## config.mk

```make
export PLATFORM = sky130hd
export DESIGN_NAME = servo_timed_linear_sweep_unit
export DESIGN_NICKNAME = d
export VERILOG_FILES = /design/src/rtl/core/stls_pkg.sv /design/src/rtl/core/stls_datapath.sv /design/src/rtl/core/stls_ctrl.sv /design/src/rtl/core/servo_timed_linear_sweep_unit.sv
export VERILOG_INCLUDE_DIRS = /design/src /design/src/rtl/core
export SDC_FILE = /design/constraint.sdc
export NUM_CORES = 1
export LEC_CHECK = 0
export ABC_AREA = 1
export BUFFER_PORTS_ARGS = -buffer_cell sky130_fd_sc_hd__buf_2
export CAP_MARGIN = 20
export CELL_PAD_IN_SITES_DETAIL_PLACEMENT = 1
export CELL_PAD_IN_SITES_GLOBAL_PLACEMENT = 2
export CORE_UTILIZATION = 37
export DETAILED_ROUTE_END_ITERATION = 6
export PLACE_DENSITY_LB_ADDON = 0.15
export SLEW_MARGIN = 20
export SYNTH_ARGS = -nofsm -noshare
export SYNTH_HDL_FRONTEND = slang
export SYNTH_HIERARCHICAL = 1
export SYNTH_SLANG_ARGS = --single-unit
```

## constraint.sdc

```tcl
create_clock -name aclk -period 8.9 [get_ports aclk]
set_clock_uncertainty 0.2 [all_clocks]
set_input_delay 0.89 -clock aclk [delete_from_list [all_inputs] [get_ports aclk]]
set_output_delay 0.89 -clock aclk [all_outputs]
set_load 0.02 [all_outputs]
```

## src/rtl/core/assert_macros.svh

```systemverilog
// Assertion macros shared by the ramp generator RTL.
// Each macro samples on aclk and is disabled while aresetn is low.
`ifndef ASSERT_MACROS_SVH
`define ASSERT_MACROS_SVH

// Same-cycle implication.
`define ASSERT_IMPLIES(label, ante, cons, msg) \
    label: assert property (@(posedge aclk) disable iff (!aresetn) (ante) |-> (cons)) \
        else $error(msg);

// Next-cycle implication.
`define ASSERT_NEXT(label, ante, cons, msg) \
    label: assert property (@(posedge aclk) disable iff (!aresetn) (ante) |=> (cons)) \
        else $error(msg);

`endif

```

## src/rtl/core/stls_pkg.sv

```systemverilog
// Package for the servo linear sweep unit: command codes, controller states,
// datapath operations and the control/status structs. No dependencies.
`timescale 1ns / 1ps

package stls_pkg;

    localparam logic [2:0] CMD_TICK   = 3'd0;
    localparam logic [2:0] CMD_SET    = 3'd1;
    localparam logic [2:0] CMD_SWEEP  = 3'd2;
    localparam logic [2:0] CMD_STOP   = 3'd3;
    localparam logic [2:0] CMD_ATTACH = 3'd4;
    localparam logic [2:0] CMD_DETACH = 3'd5;

    localparam logic [1:0] REG_MIN_ANGLE = 2'd0;
    localparam logic [1:0] REG_MAX_ANGLE = 2'd1;

    localparam logic [7:0] MIN_ANGLE_RST     = 8'd0;
    localparam logic [7:0] MAX_ANGLE_RST     = 8'd180;
    localparam logic [7:0] DEFAULT_ANGLE_RST = 8'd90;

    localparam logic [3:0] ANGLE_LAST_BIT = 4'd7;
    localparam logic [3:0] PROG_LAST_BIT  = 4'd15;

    typedef enum logic [3:0] {
        ST_IDLE,
        ST_APPLY,
        ST_T_ELAP,
        ST_T_CHECK,
        ST_A_DBL,
        ST_A_ADD,
        ST_ROUND,
        ST_P_ELAP,
        ST_P_CHECK,
        ST_P_DBL,
        ST_FINISH
    } state_t;

    typedef enum logic [3:0] {
        OP_NONE,
        OP_LOAD,
        OP_APPLY,
        OP_ELAPSED,
        OP_SNAP,
        OP_ANGLE_INIT,
        OP_DBL,
        OP_ADD,
        OP_ROUND,
        OP_PROG_INIT,
        OP_PROG_FULL,
        OP_PUBLISH
    } dp_op_t;

    typedef struct packed {
        dp_op_t op;
    } dp_ctl_t;

    typedef struct packed {
        logic tick_sweep;   // tick while attached and sweeping
        logic t_done;       // elapsed has reached the sweep length
        logic prog_run;     // progress needs the divide loop
        logic mag_msb;      // current multiplier bit of the angle span
    } dp_status_t;

endpackage

```

## src/rtl/core/stls_datapath.sv

```systemverilog
// Datapath of the servo linear sweep unit: configuration, angle and timing
// state, shift-subtract multiply/divide unit and result registers. Uses stls_pkg.
`timescale 1ns / 1ps
`include "assert_macros.svh"

module stls_datapath #(
    parameter int TIME_BITS    = 32,
    parameter int MIN_SWEEP_MS = 10
) (
    input  logic                   aclk,
    input  logic                   aresetn,
    input  logic                   cfg_we,
    input  logic [1:0]             cfg_index,
    input  logic [7:0]             cfg_wdata,
    input  logic [2:0]             s_cmd,
    input  logic signed [15:0]     s_angle_request,
    input  logic [31:0]            s_duration_ms,
    input  logic [31:0]            s_now_ms,
    input  stls_pkg::dp_ctl_t      ctl,
    output stls_pkg::dp_status_t   status,
    output logic [7:0]             m_servo_angle,
    output logic                   m_write_strobe,
    output logic [7:0]             m_goal_angle,
    output logic                   m_moving,
    output logic                   m_attached,
    output logic [16:0]            m_progress_q16
);
    import stls_pkg::*;

    localparam logic [16:0] PROG_FULL = 17'h10000;

    function automatic logic [7:0] clamp_angle(logic signed [15:0] a,
                                               logic [7:0] lo, logic [7:0] hi);
        logic signed [15:0] lo_s;
        logic signed [15:0] hi_s;
        lo_s = $signed({8'd0, lo});
        hi_s = $signed({8'd0, hi});
        if (a < lo_s) return lo;
        if (a > hi_s) return hi;
        return a[7:0];
    endfunction

    // configuration
    logic [7:0]           min_reg, min_next;
    logic [7:0]           max_reg, max_next;
    // architectural state
    logic [7:0]           present_reg, present_next;
    logic [7:0]           aim_reg, aim_next;
    logic [7:0]           origin_reg, origin_next;
    logic [TIME_BITS-1:0] start_reg, start_next;
    logic [TIME_BITS-1:0] length_reg, length_next;
    logic                 sweeping_reg, sweeping_next;
    logic                 attached_reg, attached_next;
    // captured word
    logic [2:0]           cmd_reg, cmd_next;
    logic signed [15:0]   req_reg, req_next;
    logic [31:0]          dur_reg, dur_next;
    logic [TIME_BITS-1:0] now_reg, now_next;
    // working registers
    logic [TIME_BITS-1:0] elapsed_reg, elapsed_next;
    logic [TIME_BITS-1:0] de_reg, de_next;
    logic [TIME_BITS-1:0] r_reg, r_next;
    logic [16:0]          q_reg, q_next;
    logic [7:0]           mag_reg, mag_next;
    logic                 neg_reg, neg_next;
    logic                 strobe_reg, strobe_next;
    // result word
    logic [7:0]           o_angle_reg, o_angle_next;
    logic                 o_strobe_reg, o_strobe_next;
    logic [7:0]           o_goal_reg, o_goal_next;
    logic                 o_moving_reg, o_moving_next;
    logic                 o_attached_reg, o_attached_next;
    logic [16:0]          o_prog_reg, o_prog_next;

    logic [7:0]           clamped;
    logic [31:0]          dur_floor;
    logic [TIME_BITS+1:0] dbl_diff;
    logic [TIME_BITS:0]   add_diff;
    logic [TIME_BITS:0]   twice_rem;
    logic                 round_up;
    logic [8:0]           na9;

    assign clamped   = clamp_angle(req_reg, min_reg, max_reg);
    assign dur_floor = (dur_reg < 32'(MIN_SWEEP_MS)) ? 32'(MIN_SWEEP_MS) : dur_reg;
    assign dbl_diff  = {1'b0, r_reg, 1'b0} - {2'b00, length_reg};
    assign add_diff  = {1'b0, r_reg} - {1'b0, de_reg};
    assign twice_rem = {r_reg, 1'b0};
    assign round_up  = neg_reg ? (twice_rem > {1'b0, length_reg})
                               : (twice_rem >= {1'b0, length_reg});
    assign na9 = neg_reg ? ({1'b0, origin_reg} - q_reg[8:0] - {8'd0, round_up})
                         : ({1'b0, origin_reg} + q_reg[8:0] + {8'd0, round_up});

    assign status.tick_sweep = (cmd_reg == CMD_TICK) && attached_reg && sweeping_reg;
    assign status.t_done     = (length_reg == '0) || (elapsed_reg >= length_reg);
    assign status.prog_run   = sweeping_reg && (length_reg != '0) &&
                               (elapsed_reg < length_reg);
    assign status.mag_msb    = mag_reg[7];

    always_comb begin
        min_next        = min_reg;
        max_next        = max_reg;
        present_next    = present_reg;
        aim_next        = aim_reg;
        origin_next     = origin_reg;
        start_next      = start_reg;
        length_next     = length_reg;
        sweeping_next   = sweeping_reg;
        attached_next   = attached_reg;
        cmd_next        = cmd_reg;
        req_next        = req_reg;
        dur_next        = dur_reg;
        now_next        = now_reg;
        elapsed_next    = elapsed_reg;
        de_next         = de_reg;
        r_next          = r_reg;
        q_next          = q_reg;
        mag_next        = mag_reg;
        neg_next        = neg_reg;
        strobe_next     = strobe_reg;
        o_angle_next    = o_angle_reg;
        o_strobe_next   = o_strobe_reg;
        o_goal_next     = o_goal_reg;
        o_moving_next   = o_moving_reg;
        o_attached_next = o_attached_reg;
        o_prog_next     = o_prog_reg;

        // the default angle register only matters at reset, so its writes are dropped
        if (cfg_we) begin
            case (cfg_index)
                REG_MIN_ANGLE: min_next = cfg_wdata;
                REG_MAX_ANGLE: max_next = cfg_wdata;
                default: ;
            endcase
        end

        case (ctl.op)
            OP_LOAD: begin
                cmd_next    = s_cmd;
                req_next    = s_angle_request;
                dur_next    = s_duration_ms;
                now_next    = TIME_BITS'(s_now_ms);
                strobe_next = 1'b0;
            end
            OP_APPLY: begin
                case (cmd_reg)
                    CMD_ATTACH: begin
                        present_next  = clamped;
                        aim_next      = clamped;
                        origin_next   = clamped;
                        sweeping_next = 1'b0;
                        attached_next = 1'b1;
                        strobe_next   = 1'b1;
                    end
                    CMD_SET: begin
                        if (attached_reg) begin
                            sweeping_next = 1'b0;
                            present_next  = clamped;
                            aim_next      = clamped;
                            strobe_next   = 1'b1;
                        end
                    end
                    CMD_SWEEP: begin
                        if (attached_reg) begin
                            aim_next = clamped;
                            if (clamped == present_reg) begin
                                sweeping_next = 1'b0;
                            end else begin
                                origin_next   = present_reg;
                                start_next    = now_reg;
                                length_next   = TIME_BITS'(dur_floor);
                                sweeping_next = 1'b1;
                            end
                        end
                    end
                    CMD_STOP: begin
                        if (attached_reg) begin
                            sweeping_next = 1'b0;
                            aim_next      = present_reg;
                        end
                    end
                    CMD_DETACH: begin
                        if (attached_reg) begin
                            attached_next = 1'b0;
                            sweeping_next = 1'b0;
                        end
                    end
                    default: ;
                endcase
            end
            OP_ELAPSED: elapsed_next = now_reg - start_reg;
            OP_SNAP: begin
                present_next  = aim_reg;
                sweeping_next = 1'b0;
                strobe_next   = 1'b1;
            end
            OP_ANGLE_INIT: begin
                r_next   = '0;
                q_next   = '0;
                de_next  = length_reg - elapsed_reg;
                neg_next = aim_reg < origin_reg;
                mag_next = (aim_reg < origin_reg) ? (origin_reg - aim_reg)
                                                  : (aim_reg - origin_reg);
            end
            OP_DBL: begin
                mag_next = {mag_reg[6:0], 1'b0};
                if (!dbl_diff[TIME_BITS+1]) begin
                    r_next = dbl_diff[TIME_BITS-1:0];
                    q_next = {q_reg[15:0], 1'b1};
                end else begin
                    r_next = {r_reg[TIME_BITS-2:0], 1'b0};
                    q_next = {q_reg[15:0], 1'b0};
                end
            end
            OP_ADD: begin
                if (!add_diff[TIME_BITS]) begin
                    r_next = add_diff[TIME_BITS-1:0];
                    q_next = q_reg + 17'd1;
                end else begin
                    r_next = r_reg + elapsed_reg;
                end
            end
            OP_ROUND: begin
                if (na9[7:0] != present_reg) begin
                    present_next = na9[7:0];
                    strobe_next  = 1'b1;
                end
            end
            OP_PROG_INIT: begin
                r_next = elapsed_reg;
                q_next = '0;
            end
            OP_PROG_FULL: q_next = PROG_FULL;
            OP_PUBLISH: begin
                o_angle_next    = present_reg;
                o_strobe_next   = strobe_reg;
                o_goal_next     = aim_reg;
                o_moving_next   = sweeping_reg;
                o_attached_next = attached_reg;
                o_prog_next     = q_reg;
            end
            default: ;
        endcase
    end

    always_ff @(posedge aclk) begin
        if (!aresetn) begin
            min_reg      <= MIN_ANGLE_RST;
            max_reg      <= MAX_ANGLE_RST;
            present_reg  <= DEFAULT_ANGLE_RST;
            aim_reg      <= DEFAULT_ANGLE_RST;
            origin_reg   <= DEFAULT_ANGLE_RST;
            start_reg    <= '0;
            length_reg   <= '0;
            sweeping_reg <= 1'b0;
            attached_reg <= 1'b0;
        end else begin
            min_reg      <= min_next;
            max_reg      <= max_next;
            present_reg  <= present_next;
            aim_reg      <= aim_next;
            origin_reg   <= origin_next;
            start_reg    <= start_next;
            length_reg   <= length_next;
            sweeping_reg <= sweeping_next;
            attached_reg <= attached_next;
        end
    end

    always_ff @(posedge aclk) begin
        cmd_reg        <= cmd_next;
        req_reg        <= req_next;
        dur_reg        <= dur_next;
        now_reg        <= now_next;
        elapsed_reg    <= elapsed_next;
        de_reg         <= de_next;
        r_reg          <= r_next;
        q_reg          <= q_next;
        mag_reg        <= mag_next;
        neg_reg        <= neg_next;
        strobe_reg     <= strobe_next;
        o_angle_reg    <= o_angle_next;
        o_strobe_reg   <= o_strobe_next;
        o_goal_reg     <= o_goal_next;
        o_moving_reg   <= o_moving_next;
        o_attached_reg <= o_attached_next;
        o_prog_reg     <= o_prog_next;
    end

    assign m_servo_angle  = o_angle_reg;
    assign m_write_strobe = o_strobe_reg;
    assign m_goal_angle   = o_goal_reg;
    assign m_moving       = o_moving_reg;
    assign m_attached     = o_attached_reg;
    assign m_progress_q16 = o_prog_reg;

    `ASSERT_IMPLIES(a_dbl_rem_below_len, ctl.op == OP_DBL, r_reg < length_reg, "dbl remainder out of range")
    `ASSERT_IMPLIES(a_add_rem_below_len, ctl.op == OP_ADD, r_reg < length_reg, "add remainder out of range")
    `ASSERT_IMPLIES(a_round_q_narrow, ctl.op == OP_ROUND, q_reg[16:8] == 9'd0, "angle quotient too wide")

endmodule

```

## src/rtl/core/stls_ctrl.sv

```systemverilog
// Controller of the servo linear sweep unit: sequences the datapath through
// command apply, angle interpolation, progress divide and result hand-off. Uses stls_pkg.
`timescale 1ns / 1ps
`include "assert_macros.svh"

module stls_ctrl (
    input  logic                 aclk,
    input  logic                 aresetn,
    input  logic                 s_valid,
    output logic                 s_ready,
    output logic                 m_valid,
    input  logic                 m_ready,
    input  stls_pkg::dp_status_t status,
    output stls_pkg::dp_ctl_t    ctl
);
    import stls_pkg::*;

    state_t     state_reg, state_next;
    logic [3:0] cnt_reg, cnt_next;
    logic       m_valid_reg, m_valid_next;
    logic       out_free;

    assign out_free = !m_valid_reg || m_ready;
    assign s_ready  = (state_reg == ST_IDLE);
    assign m_valid  = m_valid_reg;

    always_ff @(posedge aclk) begin
        if (!aresetn) begin
            state_reg   <= ST_IDLE;
            cnt_reg     <= '0;
            m_valid_reg <= 1'b0;
        end else begin
            state_reg   <= state_next;
            cnt_reg     <= cnt_next;
            m_valid_reg <= m_valid_next;
        end
    end

    always_comb begin
        state_next   = state_reg;
        cnt_next     = cnt_reg;
        m_valid_next = m_valid_reg && !m_ready;
        ctl.op       = OP_NONE;
        case (state_reg)
            ST_IDLE: begin
                if (s_valid) begin
                    ctl.op     = OP_LOAD;
                    state_next = ST_APPLY;
                end
            end
            ST_APPLY: begin
                ctl.op     = OP_APPLY;
                state_next = status.tick_sweep ? ST_T_ELAP : ST_P_ELAP;
            end
            ST_T_ELAP: begin
                ctl.op     = OP_ELAPSED;
                state_next = ST_T_CHECK;
            end
            ST_T_CHECK: begin
                if (status.t_done) begin
                    ctl.op     = OP_SNAP;
                    state_next = ST_P_ELAP;
                end else begin
                    ctl.op     = OP_ANGLE_INIT;
                    cnt_next   = ANGLE_LAST_BIT;
                    state_next = ST_A_DBL;
                end
            end
            ST_A_DBL: begin
                ctl.op = OP_DBL;
                if (status.mag_msb) begin
                    state_next = ST_A_ADD;
                end else if (cnt_reg == '0) begin
                    state_next = ST_ROUND;
                end else begin
                    cnt_next = cnt_reg - 4'd1;
                end
            end
            ST_A_ADD: begin
                ctl.op = OP_ADD;
                if (cnt_reg == '0) begin
                    state_next = ST_ROUND;
                end else begin
                    cnt_next   = cnt_reg - 4'd1;
                    state_next = ST_A_DBL;
                end
            end
            ST_ROUND: begin
                ctl.op     = OP_ROUND;
                state_next = ST_P_ELAP;
            end
            ST_P_ELAP: begin
                ctl.op     = OP_ELAPSED;
                state_next = ST_P_CHECK;
            end
            ST_P_CHECK: begin
                if (status.prog_run) begin
                    ctl.op     = OP_PROG_INIT;
                    cnt_next   = PROG_LAST_BIT;
                    state_next = ST_P_DBL;
                end else begin
                    ctl.op     = OP_PROG_FULL;
                    state_next = ST_FINISH;
                end
            end
            ST_P_DBL: begin
                ctl.op = OP_DBL;
                if (cnt_reg == '0) begin
                    state_next = ST_FINISH;
                end else begin
                    cnt_next = cnt_reg - 4'd1;
                end
            end
            ST_FINISH: begin
                if (out_free) begin
                    ctl.op       = OP_PUBLISH;
                    m_valid_next = 1'b1;
                    state_next   = ST_IDLE;
                end
            end
            default: state_next = ST_IDLE;
        endcase
    end

    `ASSERT_NEXT(a_accept_to_apply, s_valid && s_ready, state_reg == ST_APPLY, "accepted word not applied")
    `ASSERT_NEXT(a_publish_valid, state_reg == ST_FINISH && out_free, m_valid_reg, "result word not presented")
    `ASSERT_IMPLIES(a_angle_cnt_range, state_reg == ST_A_DBL || state_reg == ST_A_ADD, cnt_reg <= ANGLE_LAST_BIT, "angle bit count out of range")

endmodule

```

## src/rtl/core/servo_timed_linear_sweep_unit.sv

```systemverilog
// Path: accept loads the word in IDLE, then APPLY, P_ELAP, P_CHECK and FINISH; a tick
// mid-sweep adds T_ELAP and T_CHECK, then the angle steps and ROUND unless the sweep ends,
// and a word that leaves a sweep running adds the progress divide (one step per cycle in the
// shared shift-subtract unit: 8 doublings plus one add per set bit of the span for the angle,
// 16 for progress). Words are taken only in IDLE; the single divide unit sets the pace.
// Reset (aresetn low, synchronous): detached, not sweeping, all angles 90, limits 0..180.
`timescale 1ns / 1ps

module servo_timed_linear_sweep_unit #(
    parameter int TIME_BITS    = 32,
    parameter int MIN_SWEEP_MS = 10
) (
    input  logic               aclk,
    input  logic               aresetn,
    // configuration write port
    input  logic               cfg_we,
    input  logic [1:0]         cfg_index,
    input  logic [7:0]         cfg_wdata,
    // command word
    input  logic               s_valid,
    output logic               s_ready,
    input  logic [2:0]         s_cmd,
    input  logic signed [15:0] s_angle_request,
    input  logic [31:0]        s_duration_ms,
    input  logic [31:0]        s_now_ms,
    // result word
    output logic               m_valid,
    input  logic               m_ready,
    output logic [7:0]         m_servo_angle,
    output logic               m_write_strobe,
    output logic [7:0]         m_goal_angle,
    output logic               m_moving,
    output logic               m_attached,
    output logic [16:0]        m_progress_q16
);
    import stls_pkg::*;

    // Controller/datapath split: the controller owns the handshakes, the sequencing state and the
    // step counter, the datapath owns the servo and timing state and the arithmetic.
    dp_ctl_t    ctl;
    dp_status_t status;

    stls_ctrl u_ctrl (
        .aclk    (aclk),
        .aresetn (aresetn),
        .s_valid (s_valid),
        .s_ready (s_ready),
        .m_valid (m_valid),
        .m_ready (m_ready),
        .status  (status),
        .ctl     (ctl)
    );

    // Datapath: clamp and apply the command, then for a tick mid-sweep compute
    // floor(span*elapsed/length) one multiplier bit at a time with round half up,
    // and finally elapsed*65536/length for progress. The result word is held in
    // its own register so the next command word can be taken while it waits.
    stls_datapath #(
        .TIME_BITS    (TIME_BITS),
        .MIN_SWEEP_MS (MIN_SWEEP_MS)
    ) u_datapath (
        .aclk            (aclk),
        .aresetn         (aresetn),
        .cfg_we          (cfg_we),
        .cfg_index       (cfg_index),
        .cfg_wdata       (cfg_wdata),
        .s_cmd           (s_cmd),
        .s_angle_request (s_angle_request),
        .s_duration_ms   (s_duration_ms),
        .s_now_ms        (s_now_ms),
        .ctl             (ctl),
        .status          (status),
        .m_servo_angle   (m_servo_angle),
        .m_write_strobe  (m_write_strobe),
        .m_goal_angle    (m_goal_angle),
        .m_moving        (m_moving),
        .m_attached      (m_attached),
        .m_progress_q16  (m_progress_q16)
    );

endmodule

```

* Yosys cells after proc, flatten, opt, wreduce, memory -nomap -nowiden *
Cells that the tools add are included.

word-level totals
  flip-flop bits (word level) = 357
  bits in latches = 0
  memory bits (writable) = 0
  bits in read-only memories = 0
  input bits = 98
  output and inout port bits = 38
  logic and storage cells = 199
  memories kept = 0

operators by class
  add/sub/neg operators = 13
  $mul = 0
  div/mod/pow operators = 0
  $lt $le $gt $ge = 8
  equal/unequal tests = 47
  shift operators = 0
  mux-type cells = 58
  bitwise logic cells = 1
  reduce and logical (&&, ||, !) cells = 43

operators with widths
  kind                                                                    number
  32-bit case mux with 4 select lines                                     1
  32-bit 2-to-1 mux                                                       3
  8-bit 2-to-1 mux                                                        11
  17-bit case mux with 4 select lines                                     1
  32-bit subtractor                                                       2
  8-bit case mux with 2 select lines                                      3
  8-bit case mux with 3 select lines                                      2
  4-bit case mux with 11 select lines                                     1
  4-bit 2-to-1 mux                                                        10
  4-bit case mux with 9 select lines                                      1
  33-bit by 32-bit subtractor with 34-bit output                          1
  33-bit by 32-bit greater-or-equal comparator with 1-bit output          1
  33-bit by 32-bit > comparator with 1-bit output                         1
  32-bit by 32-bit subtractor with 33-bit output                          1
  32-bit adder                                                            1
  4-bit by 3-bit == test with 1-bit output (second input constant)        8
  32-bit greater-or-equal comparator                                      1
  32-bit zero test                                                        1
  32-bit < comparator                                                     1
  32-bit by 4-bit < comparator with 1-bit output (second input constant)  1
  4-bit AND reduction                                                     8
  32-bit nonzero test                                                     1
  4-bit == test (second input constant)                                   7
  8-bit subtractor                                                        3
  43 further kinds                                                        99

* Depth between registers and ports, before layout *
Gate-level depths: netlist of run 1.

  depth in word-level cells = 10
  gate-level depth with buffers = 36
  gate-level depth less buffers = 35

* Hierarchy *
The synthesis of run 1 kept the hierarchy.

by module, submodules not included
  module         instances  cells an instance  area an instance (sq um)  seq. area each (sq um)
  stls_datapath  1          3096               24343.3                   9389.0
  stls_ctrl      1          130                772.0                     180.2

* Worst setup path before layout of run 1 *
OpenSTA, ideal clock, no wires.

  path type = flip-flop to flip-flop
  from = register u_datapath.length_reg[0]
  to = register u_datapath.strobe_reg, enable pin
  library setup time = 304 ps
  arrival = 6932 ps
  data required time = 8396 ps
  path slack = 1464 ps
  stages on the path, launching flop included = 23
  path buffers = 0
  clock period less this slack = 7436 ps
  cells stage by stage = dfxtp_1 inv_1 ha_1 fa_1 o21ai_1 a31oi_1 o21ai_1 a21oi_1 inv_1 a21oi_1 o21ai_1 nand2_1 nand2_1 nand2_1 nor2_1 inv_1 o21ai_0 inv_1 o2111ai_1 nand2_1 nor2_1 o211ai_1 inv_1

RTL lines
  element                 line                  text
  from (decl)             stls_datapath.sv:51   logic [TIME_BITS-1:0] length_reg, length_next;
  from (signal assigned)  stls_datapath.sv:263  length_reg <= length_next;
  to (signal assigned)    stls_datapath.sv:280  strobe_reg <= strobe_next;
  to (decl)               stls_datapath.sv:66   logic strobe_reg, strobe_next;

* Worst setup path after layout of run 1 *
  from = register u_datapath.r_reg[0]
  to = register u_datapath.present_reg[6]

on the way
  cells in the longest elaborated chain, start to end = 7
  elaborated cells on any way between the ends = 11
  classes of those cells = add/sub: 2; order compare: 2; eq/ne: 2; mux: 4; reduce/logical: 1

RTL lines
  element                                                                                                                            line                                      text
  from (decl)                                                                                                                        stls_datapath.sv:62                       logic [TIME_BITS-1:0] r_reg, r_next;
  from (signal assigned)                                                                                                             stls_datapath.sv:276                      r_reg <= r_next;
  33-bit by 32-bit greater-or-equal comparator with 1-bit output or 33-bit by 32-bit > comparator with 1-bit output (tied branches)  stls_datapath.sv:89, stls_datapath.sv:88
  1-bit 2-to-1 mux *                                                                                                                 stls_datapath.sv:88                       assign round_up = neg_reg ? (twice_rem > {1'b0, length_reg})
  8-bit by 1-bit adder with 8-bit output or 8-bit by 1-bit subtractor with 8-bit output (tied branches)                              stls_datapath.sv:91, stls_datapath.sv:90
  8-bit 2-to-1 mux *                                                                                                                 stls_datapath.sv:90                       assign na9 = neg_reg ? ({1'b0, origin_reg} - q_reg[8:0] - {8'd0, round_up})
  8-bit != test                                                                                                                      stls_datapath.sv:223                      if (na9[7:0] != present_reg) begin
  2-bit by 1-bit != test with 1-bit output (no line)                                                                                 --
  4-bit AND reduction (no line)                                                                                                      --
  to (signal assigned)                                                                                                               stls_datapath.sv:259                      present_reg <= present_next;
  to (decl)                                                                                                                          stls_datapath.sv:47                       logic [7:0] present_reg, present_next;

Mark *: on every way between the ends. The rest lies on a longest branch, timed or not. The select of a mux whose other input is x is not followed.
A chain may end at the register's enable or synchronous reset.

==> results of run 1 <==
[worst max-delay path by stage]
stage	startpoint	depth (start not counted)	to	slack (ps)
detailed placement	u_datapath/length_reg[0]	24	u_datapath/q_reg[16]	1860
finish	u_datapath/r_reg[0]	31	u_datapath/present_reg[6]	2120
global route	u_datapath/r_reg[0]	31	u_datapath/strobe_reg	1510
global placement	u_datapath/length_reg[0]	24	u_datapath/q_reg[14]	2010
floorplan	u_datapath/length_reg[0]	22	u_datapath/strobe_reg	1460
CTS	u_datapath/length_reg[0]	24	u_datapath/q_reg[2]	1820
[per-layer routing]
layer  routed length (µm)  part of all wire  global-route usage  up-vias
met3                 4600             0.052              0.0358       90
li1                     -                 -                   -    11200
met2                37100              0.42               0.382      474
met5                    0                 0                   0        -
met1                45600              0.51               0.389    11000
met4                 1740             0.020              0.0566        0
[cell usage in the layout, fill, tap and decap left out, types with 16 or more instances in the layout]
cell and n:
o21bai_1 16, a21o_1 21, nor3_1 35, o21ai_0 211
buf_2 135, ha_1 209, edfxtp_1 242, a21oi_1 275
buf_4 18, clkbuf_16 47, inv_1 440, a31oi_1 32
dfxtp_1 115, xnor2_1 66, nand2_1 664, xor2_1 75
nand3_1 160, o211ai_1 47, nand4_1 32, nor2_1 320
nor4_1 24
[cell type report]
type	instances	area share
Timing Repair Buffer	155	0.0302
Multi-Input combinational cell	2355	0.480
Clock inverter	29	0.0108
Clock buffer	55	0.0429
Inverter	449	0.0595
Sequential cell	357	0.338
Tap cell	873	0.0386
[per-stage QoR]
stage	hold WS, ps	cell area, µm²
after CTS	242	28300
after global placement	252	26700
after detailed placement	272	26700
after floorplan	200	25100
final	279	28300
after global routing	250	28300
[where the power goes]
group	switching, µW	internal, µW	total [µW]
logic	4270	2080	6350
registers	593	2550	3140
clock network	772	1120	1890
total	5630	5750	11400
[cells by family (layout without fill, tap and decap cells)]
family / after synthesis / count (layout) / share of synthesized area
AND/OR/NAND/NOR: 1293 / 1293 / 0.217
AO/OA/AOI/OAI: 699 / 699 / 0.160
buffers and inverters: 514 / 688 / 0.0795
flip-flops: 357 / 357 / 0.381
adder cells (fa/ha/maj): 220 / 220 / 0.113
XOR/XNOR: 141 / 141 / 0.0492
multiplexers: 2 / 2 / 0.000797
[critical path, delay by kind of cell (launching register included)]
| family | cells | cell delay, ps |
|---|---|---|
| and+or+nand+nor | 17 | 2710 |
| buffers and inverters | 4 | 340 |
| DFF | 1 | 450 |
| AOI/OAI and AO/OA | 6 | 1370 |
| adders and majority gates | 4 | 1620 |
==> metrics.txt, run 1 <==
syn_area_per_cell=between 7 and 8 µm²; CP Class=flip-flop to flip-flop; Synth Flop Type=edfxtp_1; YS warnings=6; Most common cell on crit path=nand2_1; largest net degree at the start of global routing=73; CP max-delay cell=fa_1; GRT Overall Usage=0.257; reg2reg path depth=31; Yosys top cell by area=edfxtp_1; Initial Utilization=0.374; Clock Path Buffers=3; hold path endpoint=u_datapath/max_reg[3]; Core ar.=67,200 µm²; number of antenna-violating nets in the routed design=0; EDFF count, synth=242; distinct cell type count after synthesis=59; final period utilization=0.762; R2R Path End=u_datapath/present_reg[6]; WL final=89,000 µm; Antenna Cells=0; H-tree Lvls=2; RSZ-0062 raised after global routing=no; # hold bufs at CTS=0; FP Rows=95; Via-to-Cell Ratio=approximately 5.3; status=complete, no violations; initial antenna violation count=0; pre-CTS setup slack=1860 ps; first-pass GRT wire length=138,000 µm; CP max stage delay=620 ps; io pins=136; CTS tree=yes; # DRC=0; Worst Hold Class=flip-flop to flip-flop; total die area=68,900 µm²; final hold vios=0; Die X-Extent=263 µm; die height=263 µm; Power per Cell Area=402 nW/µm²; routability cong.=roughly 0.91; Power, Total=11,400 µW; Max Fclk=148 MHz; Finish-stage setup viols=0; fraction of registers with async set/reset=0; leakage=0.0127 µW; DP HPWL=72,300 µm; Port Buf Inserts=135; Worst IR Drop VDD=between 0.0004 and 0.0005 V; layout cells sized above 1=0.0815; Slew HR=0.249; flop2flop setup slack=2120 ps; Setup Buffers After CTS=0; setup slack after layout=2120 ps; crit-path max FO=14; Synth Register Bits=357; Synth Cell Area=between 20,000 and 30,000 µm²; routed length per instance=20.8 µm; clk slew on worst S/H paths=60 ps; latest clock arrival within the worst-skew pair=590 ps; most frequent cell after synthesis=nand2_1; Max Slew Vio Count=0; vias in the first global route=about 24k; FILL cells=just over 8k; startpoint types=flip-flop; Post-Place Cells=4,187; Area Overhead vs Synth=12.7%; Max-Cap Viols=0; Nets=3,681; Worst setup EP type=flip-flop; most common library cells after synthesis=nand2_1 (664), inv_1 (441), nor2_1 (326); register area share after synthesis=0.381; Yosys top cell area share=0.289; CP Data Arrival Time=roughly 7100 ps; min-delay src=u_datapath/max_reg[3]; gate count after technology mapping=3,226; fin util=0.422; CTS sink count=357; via count=22.8k; Clock Tree Root=clkbuf_16; slew at the pin closest to its max-slew limit=1120 ps; final setup TNS=0 ps; hold path depth=2; storage element area=between 9000 and 10,000 µm²; fin crit period=6780 ps; Multi-input gate area=around 14,000 µm²; Worst Path Required=between 9000 and 10,000 ps; grt ovf=0; synth top area cells=edfxtp_1 (29%), ha_1 (10%), nand2_1 (9.9%); Resized cells post-CTS=0; R2R Path Start=u_datapath/r_reg[0]; number of iterations in the first detailed-routing pass=6; detailed router's first-iteration violation count=1,714; Synth Net Count=3,544; TritonCTS Buffers=45; Post-Layout Cell Count=~4.3k
No activity file was read; power rests on OpenSTA's default activity.
==> run 2, diff against run 1 <==
==> constraint.sdc (replaced) <==
create_clock -name aclk -period 6.64 [get_ports aclk]
set_clock_uncertainty 0.2 [all_clocks]
set_input_delay 0.664 -clock aclk [delete_from_list [all_inputs] [get_ports aclk]]
set_output_delay 0.664 -clock aclk [all_outputs]
set_load 0.02 [all_outputs]
==> metrics.txt, run 2 (same netlist as run 1, synthesis figures left out) <==
status=complete, no violations; Area Overhead vs Synth=13.3%; most common cell after layout, fill and taps aside=nand2_1; Via-to-Cell Ratio=5.36 (+0.49%); via count=23.0k (+0.79%); Power per Cell Area=537 nW/µm² (+34%); RSZ-0062 raised after global routing=no; Clock Path Buffers=3 (unchanged); DP HPWL=75,200 µm (+4.1%); Worst IR Drop VDD=0.000297 V (-30%); CP max stage delay=560 ps (-60 ps); Initial Utilization=0.374 (unchanged); WL final=91,700 µm (+3.0%); layout cells sized above 1=0.0865 (+0.00501); Power, Total=15,300 µW (+34%); final hold vios=0 (unchanged); GRT Overall Usage=0.264 (+0.00733); fin crit period=6020 ps (-754 ps); Nets=3,693 (+0.33%); initial antenna violation count=5 (+5); Finish-stage setup viols=0 (unchanged); number of antenna-violating nets in the routed design=0 (unchanged); Clock Tree Root=clkbuf_16; H-tree Lvls=2 (unchanged); flop2flop setup slack=620 ps (-1510 ps); first-pass GRT wire length=141,000 µm (+2.8%); Port Buf Inserts=135 (unchanged); Post-Place Cells=4,202 (+0.36%); final period utilization=0.907 (+0.146); clk slew on worst S/H paths=60 ps (about the same); Die X-Extent=263 µm (unchanged); CP Data Arrival Time=6310 ps (-780 ps); reg2reg path depth=30 (-3.2%); routed length per instance=21.4 µm (+2.7%); Worst setup EP type=flip-flop; grt ovf=0 (unchanged); number of iterations in the first detailed-routing pass=7 (+1); Max Slew Vio Count=0 (unchanged); Max Fclk=166 MHz (+13%); Worst Hold Class=input port to flip-flop; total die area=68,900 µm² (unchanged); startpoint types=flip-flop; Most common cell on crit path=nand2_1; Core ar.=67,200 µm² (unchanged); Post-Layout Cell Count=4,286 (+0.30%); Worst Path Required=6930 ps (-2280 ps); CTS sink count=357 (unchanged); routability cong.=0.913 (about the same); crit-path max FO=8 (-6); latest clock arrival within the worst-skew pair=600 ps (about the same); final setup TNS=0 ps (unchanged); die height=263 µm (unchanged); Slew HR=0.147 (-0.102); io pins=136 (unchanged); CP Class=flip-flop to flip-flop; CTS tree=yes; slew at the pin closest to its max-slew limit=1260 ps (+147 ps); CP max-delay cell=fa_1; largest net degree at the start of global routing=111 (+52%); hold path depth=1 (-1); TritonCTS Buffers=44 (-2.2%); Setup Buffers After CTS=0 (unchanged); leakage=0.0128 µW (+0.67%); Max-Cap Viols=0 (unchanged); vias in the first global route=23.9k (+1.3%); most frequent cells in the layout=nand2_1 (664), inv_1 (441), nor2_1 (320), a21oi_1 (275), edfxtp_1 (242); # DRC=0 (unchanged); detailed router's first-iteration violation count=1,302 (-24%); FP Rows=95 (unchanged)
run 2: repair_timing:
action                     4_1_cts  5_1_grt
hold buffers                     0        0
setup endpoints to repair        0        4
gates resized for setup          0        4
run 2: final cells by class:
class / count / area, µm²
tap: 873 / 1090
fill: 8239 / 38700
inverter: 449 / 1690
timing repair buffer: 168 / 973
clock inverter: 24 / 303
clock buffer: 58 / 1240
antenna: 2 / 5.00
multi-input combinational: 2355 / 13600
sequential: 357 / 9570
run 2: layer usage:
layer	global-route usage	part of all wire	vias to the layer above
met5	0	0.00036	-
met4	0.0598	0.020	6
met3	0.0306	0.040	102
met2	0.415	0.44	443
met1	0.386	0.50	11200
li1	-	-	11200
run 2: final timing paths:
check | end | from
setup / recovery | u_datapath/present_reg[5] | u_datapath/r_reg[16]
hold / removal | u_datapath/dur_reg[8] | s_duration_ms[8]
setup reg to reg | u_datapath/present_reg[5] | u_datapath/r_reg[16]
hold reg to reg | u_datapath/m_write_strobe | u_datapath/strobe_reg
run 2: metrics by stage:
| step | instance area (µm²) | setup WS [ps] | hold slack, ps | util |
|---|---|---|---|---|
| floorplan | 25100 | 539 | 200 | - |
| global placement | 26900 | 642 | 212 | 0.401 |
| detailed placement | 26900 | 507 | 208 | 0.401 |
| CTS | 28400 | 470 | 12.2 | 0.424 |
| global route | 28500 | 28.4 | 20.4 | 0.424 |
| finish | 28500 | 615 | 40.4 | 0.424 |
run 2: worst max-delay path, delay by kind of cell (launching register included):
kind,cells,cell delay (ps)
fa+ha+maj,4,1550
flops,1,460
compound gates,6,1470
simple gates,16,1780
buf+inv,4,470
run 2: power by group:
group / internal [µW] / switching (µW) / leakage, µW
logic: 2870 / 5690 / 0.00889
clock network: 1550 / 1020 / 0.000750
registers: 3410 / 740 / 0.00316
total: 7830 / 7440 / 0.0128
==> run 3, diff against run 2 <==
--- a/config.mk
+++ b/config.mk
@@ -14,6 +14,7 @@
 export CORE_UTILIZATION = 37
 export DETAILED_ROUTE_END_ITERATION = 6
 export PLACE_DENSITY_LB_ADDON = 0.15
+export RECOVER_POWER = 50
 export SLEW_MARGIN = 20
 export SYNTH_ARGS = -nofsm -noshare
 export SYNTH_HDL_FRONTEND = slang
==> metrics.txt, run 3 (same netlist as run 1, synthesis figures left out) <==
# DRC=0 (unchanged); Worst IR Drop VDD=0.000296 V (-0.33%); Core ar.=67,200 µm² (unchanged); FILL cells=8,273 (+0.41%); CP Class=flip-flop to flip-flop; WL final=91,600 µm (about the same); DP HPWL=75,200 µm (unchanged); met1 usage=0.386 (unchanged); detailed router's first-iteration violation count=1,279 (-1.8%); most frequent cells in the layout=nand2_1 (664), inv_1 (442), nor2_1 (322), a21oi_1 (276), edfxtp_1 (242); GRT busiest layer=met2; Multi-input gate area=13,600 µm² (-0.29%); initial antenna violation count=5 (unchanged); total die area=68,900 µm² (unchanged); crit-path max FO=24 (+16); number of antenna-violating nets in the routed design=0 (unchanged); first-pass GRT wire length=141,000 µm (unchanged); Setup Buffers After CTS=0 (unchanged); routability cong.=0.913 (unchanged); fin crit period=6080 ps (+58.8 ps); met2 GRT Util=0.415 (unchanged); final setup TNS=0 ps (unchanged); Clock Tree Root=clkbuf_16; Worst Path Required=6710 ps (-220 ps); Min Hold Slack=41.3 ps (+0.912 ps); Resized cells post-CTS=0 (unchanged); slew at the pin closest to its max-slew limit=1390 ps (+121 ps); Via-to-Cell Ratio=5.35 (-0.29%); CTS tree=yes; Worst setup EP type=flip-flop; CTS sink count=357 (unchanged); RSZ-0062 raised after global routing=no; vias in the first global route=23.9k (unchanged); leakage=0.0126 µW (-1.4%); Nets=3,693 (unchanged); Max-Cap Viols=0 (unchanged); largest net degree at the start of global routing=111 (unchanged); met3 Use GR=0.0306 (unchanged); storage element area=9570 µm² (unchanged); die height=263 µm (unchanged); Port Buf Inserts=135 (unchanged); Clock Path Buffers=3 (unchanged); most common cell after layout, fill and taps aside=nand2_1; final period utilization=0.916 (+0.00885); CP Data Arrival Time=6150 ps (-160 ps); final hold vios=0 (unchanged); Area Overhead vs Synth=12.8%; GRT Overall Usage=0.264 (unchanged); Die X-Extent=263 µm (unchanged); TritonCTS Buffers=44 (unchanged); Initial Utilization=0.374 (unchanged); # hold bufs at CTS=0 (unchanged); layout cells sized above 1=0.0668 (-0.0196); dpl cell area=26,900 µm² (unchanged); status=complete, no violations; setup slack after layout=557 ps (-58.8 ps); H-tree Lvls=2 (unchanged); Worst Hold Class=input port to flip-flop; design area=28,300 µm² (-0.45%); Max Slew Vio Count=0 (unchanged); Power per Cell Area=538 nW/µm² (+0.21%); routed length per instance=21.4 µm (about the same); via count=22.9k (-0.31%); latest clock arrival within the worst-skew pair=600 ps (about the same); fin util=0.422 (-0.00190); pre-CTS setup slack=507 ps (unchanged); Max Fclk=164 MHz (-0.97%); number of iterations in the first detailed-routing pass=5 (-2); Finish-stage setup viols=0 (unchanged); Slew HR=0.0732 (-0.0736); FP Rows=95 (unchanged); grt ovf=0 (unchanged); clk slew on worst S/H paths=60 ps (about the same); io pins=136 (unchanged); startpoint types=flip-flop
## run 3: cell types whose count changed in the layout (fill, tap and decap cells not counted), sizes merged
cell	before	now
diode	2	1
buf	168	106
clkbuf	58	120
## run 3: final timing paths
path | start | endpoint | slack (ps) | cells past startpoint
max | u_datapath/length_reg[0] | u_datapath/now_reg[22] | 560 | 22
min | s_duration_ms[8] | u_datapath/dur_reg[8] | 40 | 1
max reg2reg | u_datapath/length_reg[0] | u_datapath/now_reg[22] | 560 | 22
min reg2reg | u_datapath/strobe_reg | u_datapath/m_write_strobe | 230 | 0
## run 3: per-stage QoR
stage | cells | power, µW
floorplan | 3226 | 9810
global placement | 4202 | 12500
detailed placement | 4202 | 12700
CTS | 4284 | 15300
global route | 4284 | 16500
finish | 4285 | 15200
## run 3: critical path, cell delays in order (launching register included)
cell,delay (ps)
dfxtp_1,430
inv_1,160
ha_1,260
fa_1,430
o21ai_1,220
a31oi_1,180
o21ai_2,280
a21oi_1,190
inv_1,110
a21oi_1,110
o21ai_1,370
nand2_1,90
nand2_1,100
nand2_1,200
nor2_1,150
inv_1,80
o21ai_0,170
inv_1,60
o2111ai_1,170
nand2_1,200
nor2_1,1080
buf_12,280
buf_12,200
## run 3: cell type report
type / count / share of cell area
diodes: 1 / 0.0000883
clock inverters: 24 / 0.0107
inverters: 449 / 0.0595
well taps: 873 / 0.0386
repair buffers: 168 / 0.0313
multi-input cells: 2355 / 0.478
clock buffers: 58 / 0.0436
flip-flops and latches: 357 / 0.338
## run 3: report_power, final
group | internal (µW) | leakage, µW | switching [µW] | total, µW
Sequential | 3410 | 0.00316 | 740 | 4150
Combinational | 2840 | 0.00871 | 5670 | 8510
Clock | 1550 | 0.000750 | 1020 | 2570
Total | 7800 | 0.0126 | 7430 | 15200
## run 3: layer usage
layer	up-vias	part of all wire	wire length [µm]
met4	6	0.021	1940
met1	11200	0.50	46200
met2	408	0.44	40000
met5	-	0.00036	33
li1	11200	-	-
met3	105	0.038	3490
